[config.mk]
export PLATFORM = sky130hd
export DESIGN_NAME = cht_ctrl
export DESIGN_NICKNAME = d
export VERILOG_FILES = /design/src/hdl/cht_pkg.sv /design/src/hdl/cht_ctrl.sv
export SDC_FILE = /design/constraint.sdc
export NUM_CORES = 1
export LEC_CHECK = 0
export BUFFER_PORTS_ARGS = -buffer_cell sky130_fd_sc_hd__buf_2
export CORE_MARGIN = 2
export CORE_UTILIZATION = 53
export CTS_CLUSTER_SIZE = 24
export DETAILED_ROUTE_END_ITERATION = 12
export GPL_TIMING_DRIVEN = 0
export PLACE_DENSITY = 0.85
export SYNTH_ARGS = -nofsm -noshare
export SYNTH_HDL_FRONTEND = slang
export SYNTH_SLANG_ARGS = --single-unit
[constraint.sdc]
create_clock -name clk -period 2.2 [get_ports clk]
set_clock_uncertainty 0.1 [all_clocks]
set_input_delay 0 -clock clk [delete_from_list [all_inputs] [get_ports clk]]
set_output_delay 0 -clock clk [all_outputs]
set_load 0.03 [all_outputs]
[src/hdl/cht_pkg.sv]
// Shared types, codes and the CRC-32C byte step for the chained hash table.
// No dependencies.
`timescale 1ns / 1ps

package cht_pkg;

	localparam logic [31:0] CRC_INIT = 32'hFFFF_FFFF;
	localparam logic [31:0] CRC_POLY = 32'h82F6_3B78;

	// The bucket_index port and the bucket count register are sized for this table.
	localparam int MAX_BUCKETS = 1024;

	localparam int CFG_W = 11;
	localparam logic [CFG_W-1:0] BCOUNT_RESET = 11'd1024;
	localparam logic [9:0] POS_MAX = 10'd1023;

	localparam logic [1:0] CMD_INSERT = 2'd0;
	localparam logic [1:0] CMD_SEARCH = 2'd1;
	localparam logic [1:0] CMD_DELETE = 2'd2;

	localparam logic [1:0] STATUS_OK = 2'd0;
	localparam logic [1:0] STATUS_NOT_FOUND = 2'd1;
	localparam logic [1:0] STATUS_FULL = 2'd2;

	typedef enum logic [3:0] {
		OP_NONE,
		OP_CLEAR,
		OP_LOAD,
		OP_CRC,
		OP_DIV,
		OP_HRD,
		OP_ALLOC,
		OP_FULL,
		OP_WSTART,
		OP_NRD,
		OP_ADV,
		OP_FOUND,
		OP_UNLINK,
		OP_FREE,
		OP_NOTFOUND,
		OP_EMIT
	} op_t;

	typedef enum logic [9:0] {
		ST_CLEAR = 10'b00_0000_0001,
		ST_IDLE  = 10'b00_0000_0010,
		ST_CRC   = 10'b00_0000_0100,
		ST_DIV   = 10'b00_0000_1000,
		ST_HRD   = 10'b00_0001_0000,
		ST_DEC   = 10'b00_0010_0000,
		ST_WRD   = 10'b00_0100_0000,
		ST_WCMP  = 10'b00_1000_0000,
		ST_FREE  = 10'b01_0000_0000,
		ST_RES   = 10'b10_0000_0000
	} state_t;

	typedef struct packed {
		op_t op;
	} dp_cmd_t;

	typedef struct packed {
		logic [1:0] command;
		logic clear_last;
		logic crc_last;
		logic div_last;
		logic free_avail;
		logic fresh_avail;
		logic cur_nil;
		logic key_match;
		logic out_free;
	} dp_stat_t;

	function automatic logic [31:0] crc_byte(input logic [31:0] c, input logic [7:0] b);
		logic [31:0] r;
		r = c ^ {24'b0, b};
		for (int k = 0; k < 8; k++) begin
			r = r[0] ? ((r >> 1) ^ CRC_POLY) : (r >> 1);
		end
		return r;
	endfunction

endpackage

[src/hdl/cht_ctrl.sv]
// Controller state machine of the chained hash table.
// Depends on cht_pkg; drives the datapath through one operation code per cycle.
`timescale 1ns / 1ps

module cht_ctrl (
	input  logic              clk,
	input  logic              arst_n,
	input  logic              in_valid,
	output logic              in_ready,
	input  cht_pkg::dp_stat_t stat,
	output cht_pkg::dp_cmd_t  cmd
);

	cht_pkg::state_t state_q;
	cht_pkg::state_t state_nxt;

	always_comb begin
		state_nxt = state_q;
		cmd.op = cht_pkg::OP_NONE;
		in_ready = 1'b0;
		case (state_q)
			cht_pkg::ST_CLEAR: begin
				cmd.op = cht_pkg::OP_CLEAR;
				if (stat.clear_last) state_nxt = cht_pkg::ST_IDLE;
			end
			cht_pkg::ST_IDLE: begin
				in_ready = 1'b1;
				if (in_valid) begin
					cmd.op = cht_pkg::OP_LOAD;
					state_nxt = cht_pkg::ST_CRC;
				end
			end
			cht_pkg::ST_CRC: begin
				cmd.op = cht_pkg::OP_CRC;
				if (stat.crc_last) state_nxt = cht_pkg::ST_DIV;
			end
			cht_pkg::ST_DIV: begin
				cmd.op = cht_pkg::OP_DIV;
				if (stat.div_last) state_nxt = cht_pkg::ST_HRD;
			end
			cht_pkg::ST_HRD: begin
				cmd.op = cht_pkg::OP_HRD;
				state_nxt = cht_pkg::ST_DEC;
			end
			cht_pkg::ST_DEC: begin
				if (stat.command == cht_pkg::CMD_INSERT) begin
					cmd.op = (stat.free_avail || stat.fresh_avail) ?
						cht_pkg::OP_ALLOC : cht_pkg::OP_FULL;
					state_nxt = cht_pkg::ST_RES;
				end else if (stat.command == cht_pkg::CMD_SEARCH ||
						stat.command == cht_pkg::CMD_DELETE) begin
					cmd.op = cht_pkg::OP_WSTART;
					state_nxt = cht_pkg::ST_WRD;
				end else begin
					cmd.op = cht_pkg::OP_NOTFOUND;
					state_nxt = cht_pkg::ST_RES;
				end
			end
			cht_pkg::ST_WRD: begin
				if (stat.cur_nil) begin
					cmd.op = cht_pkg::OP_NOTFOUND;
					state_nxt = cht_pkg::ST_RES;
				end else begin
					cmd.op = cht_pkg::OP_NRD;
					state_nxt = cht_pkg::ST_WCMP;
				end
			end
			cht_pkg::ST_WCMP: begin
				if (!stat.key_match) begin
					cmd.op = cht_pkg::OP_ADV;
					state_nxt = cht_pkg::ST_WRD;
				end else if (stat.command == cht_pkg::CMD_SEARCH) begin
					cmd.op = cht_pkg::OP_FOUND;
					state_nxt = cht_pkg::ST_RES;
				end else begin
					cmd.op = cht_pkg::OP_UNLINK;
					state_nxt = cht_pkg::ST_FREE;
				end
			end
			cht_pkg::ST_FREE: begin
				cmd.op = cht_pkg::OP_FREE;
				state_nxt = cht_pkg::ST_RES;
			end
			cht_pkg::ST_RES: begin
				if (stat.out_free) begin
					cmd.op = cht_pkg::OP_EMIT;
					state_nxt = cht_pkg::ST_IDLE;
				end
			end
			default: begin
				state_nxt = cht_pkg::ST_CLEAR;
			end
		endcase
	end

	always_ff @(posedge clk or negedge arst_n) begin
		if (!arst_n) begin
			state_q <= cht_pkg::ST_CLEAR;
		end else begin
			state_q <= state_nxt;
		end
	end

endmodule

==> results.cfg <==
[min_path]
worstHoldPathType = in2async

[cts]
cts_tree = built
clk_pin_slew_ns = 0.08
numCtsBuffers = 3
cts.path.max_buffers = 2
root_buffer = clkbuf_4
cts.sinks = 10
clock_latency_ns = 0.28
ctsHtreeMaxLevel = 1

[cells_and_area]
largest_register_ffs = 10
layout.nets = 151
final_util = 0.753
drive_gt1_frac = 0.296
antennaDiodeCount = 0
largest-register = state_q
top_regs = state_q x10
syn_to_final_growth_pct = 31.1

[sta]
slew_headroom = 0.724
period_minus_slack_ns = 2.21
worst_pin_slew_ns = 0.414
hold_viol_final = 0
slew_viol_final = 0
fin_crit_sh = 1.00
worst_slack_ns = -0.00516
setup_tns_ns = -0.00516
finalSetupViolCount = 1
fmax_ghz = 0.453
rsz0062_at_grt = true

[floorplan]
boundaryPins = 18
initial_core_util = 0.575
rows = 14
die_x_um = 44.9
fp.coreArea_mm2 = 0.00154
dieArea_mm2 = 0.00201
die_h_um = 44.9

[worst_setup_path]
critPathRequiredTime_ns = 2.10
arrival_ns = 2.11
critPathKind = reg2out
timing.critical_path.to_type = output pin
startpoint_type = register
critical_path.max_fanout = 8

[route]
dr.first_iter.drc_count = 52
drtAntennaViolNets = 0
via_count = 1016
drc = 0
wl_per_cell_um = 18.9
firstDrtPassIters = 5
routed_wirelength_um = 2850
vias_per_cell = 6.73

[synth]
synth_ff_type = dfrtp_1
synthCells = 109
synth.top_cell.area_share = 0.254
synth_most_common_cell = nor2_1
synth_area_per_cell_um2 = 8.13
synth.distinct_cells = 41
ys_seq_area_frac = 0.284
async_reset_ff_frac = 1.00
yosysWarnings = 0
mappedNetlistArea_um2 = 886
synth_edf_count = 0
synth_top_area_cell = dfrtp_1
yosys_register_bits = 10
netlist_top_cells_area = dfrtp_1, nor2_1, nand2b_1
netlist_top_cells_count = nor2_1, dfrtp_1, nand2_1, clkbuf_1
syn-num-nets = 124

[power_and_ir_drop]
seqPwrFrac = 0.256
switching_power_mw = 0.494
power_frac_comb = 0.572
p_int_mw = 0.549
clkPwrFrac = 0.172
p_sw_frac = 0.474
irDropWorstVdd_mv = 0.596
leakagePower_nw = 0.513
power_density_mw_per_mm2 = 899

[grt]
grt_max_degree = 11
grt_pass1_wl_um = 4370
grt_pass1_vias = 1002
antenna_found_initial = 0
grtUsageTotal = 0.294
grt_overflow_total = 0

[run_status]
violations = setup timing
outcome = finished, violations left

[placed_design]
io_buffer_count = 17
dp_hpwl_um = 1720
routabilityCongestion = 0.926

[flow_run]
maxCapViolCount = 0
[metal layers]
layer / GRT usage / vias to the layer above / part of all wire / wire length (µm)
li1: - / 458 / - / -
met1: 0.342 / 459 / 0.37 / 1050
met2: 0.513 / 75 / 0.50 / 1420
met3: 0.0640 / 24 / 0.091 / 260
met4: 0.135 / 0 / 0.043 / 121
met5: 0 / - / 0 / 0
[logic make-up (layout without fill, tap and decap cells)]
kind of cell,Yosys count,count (layout),share of synthesized area
simple gates,61,61,0.427
compound gates,19,19,0.157
buf+inv,13,39,0.0650
flops,10,10,0.284
xor+xnor,4,4,0.0396
fa+ha+maj,2,2,0.0282
[per-stage QoR]
step	instances	hold slack (ns)	setup slack, ns	power (mW)	instance area, µm²
after CTS	154	0.0209	0.000450	0.978	1130
after global routing	151	0.0978	-0.122	1.10	1160
after global placement	142	-0.226	0.0231	0.730	991
after detailed placement	142	-0.225	0.00329	0.742	991
final	151	0.0619	-0.00516	1.04	1160
after floorplan	109	-0.396	0.210	0.623	886
[final cells by class]
class	count	area (µm²)
Buffer	5	30.0
Clock buffer	4	36.3
Fill cell	102	380
Inverter	5	18.8
Multi-Input combinational cell	86	641
Sequential cell	10	253
Tap cell	16	20.0
Timing Repair Buffer	25	163
[final timing paths]
check	to	slack, ns	depth (start not counted)	from
setup / recovery	cmd[1]	-0.005	7	state_q[5]$_DFFE_PN0P_
hold / removal	state_q[6]$_DFFE_PN0P_	0.06	2	arst_n
setup reg to reg	state_q[2]$_DFFE_PN0P_	0.26	5	state_q[0]$_DFFE_PN1P_
hold reg to reg	state_q[7]$_DFFE_PN0P_	0.61	3	state_q[1]$_DFFE_PN0P_
max in group asynchronous	state_q[0]$_DFFE_PN1P_	1.68	2	arst_n
min in group clk	state_q[6]$_DFFE_PN0P_	0.09	5	stat[8]
[critical path, cell delays in order, from the launching register on]
cell	delay (ns)
dfrtp_2	0.47
or4_4	0.58
nor3_2	0.14
nand2_1	0.10
inv_1	0.10
nand2_1	0.10
nand4_1	0.12
buf_2	0.21
[timing repair]
item / 4_1_cts / 5_1_grt
setup endpoints to repair: 4 / 6
pin swaps: 1 / 0
hold buffers: 7 / 0
endpoints found under the hold margin: 18 / 0
buffers inserted: 1 / 0
gates resized for setup: 5 / 11
[power groups by stage]
stage               registers, mW  clock network (mW)  logic [mW]
finish                      0.267               0.180       0.597
global route                0.271               0.182       0.643
CTS                         0.236               0.173       0.569
detailed placement          0.235                   0       0.507
global placement            0.234                   0       0.496
floorplan                   0.231                   0       0.392
[cell usage in the layout (no fill, tap or decap), types with 4 or more instances in the layout]
| master | instances |
|---|---|
| nand2_1 | 7 |
| nand2b_1 | 5 |
| dlygate4sd3_1 | 7 |
| inv_1 | 5 |
| dfrtp_1 | 8 |
| nor3b_1 | 4 |
| buf_2 | 18 |
| nor2_1 | 11 |
Note: power is estimated with default switching activity, not from simulation.
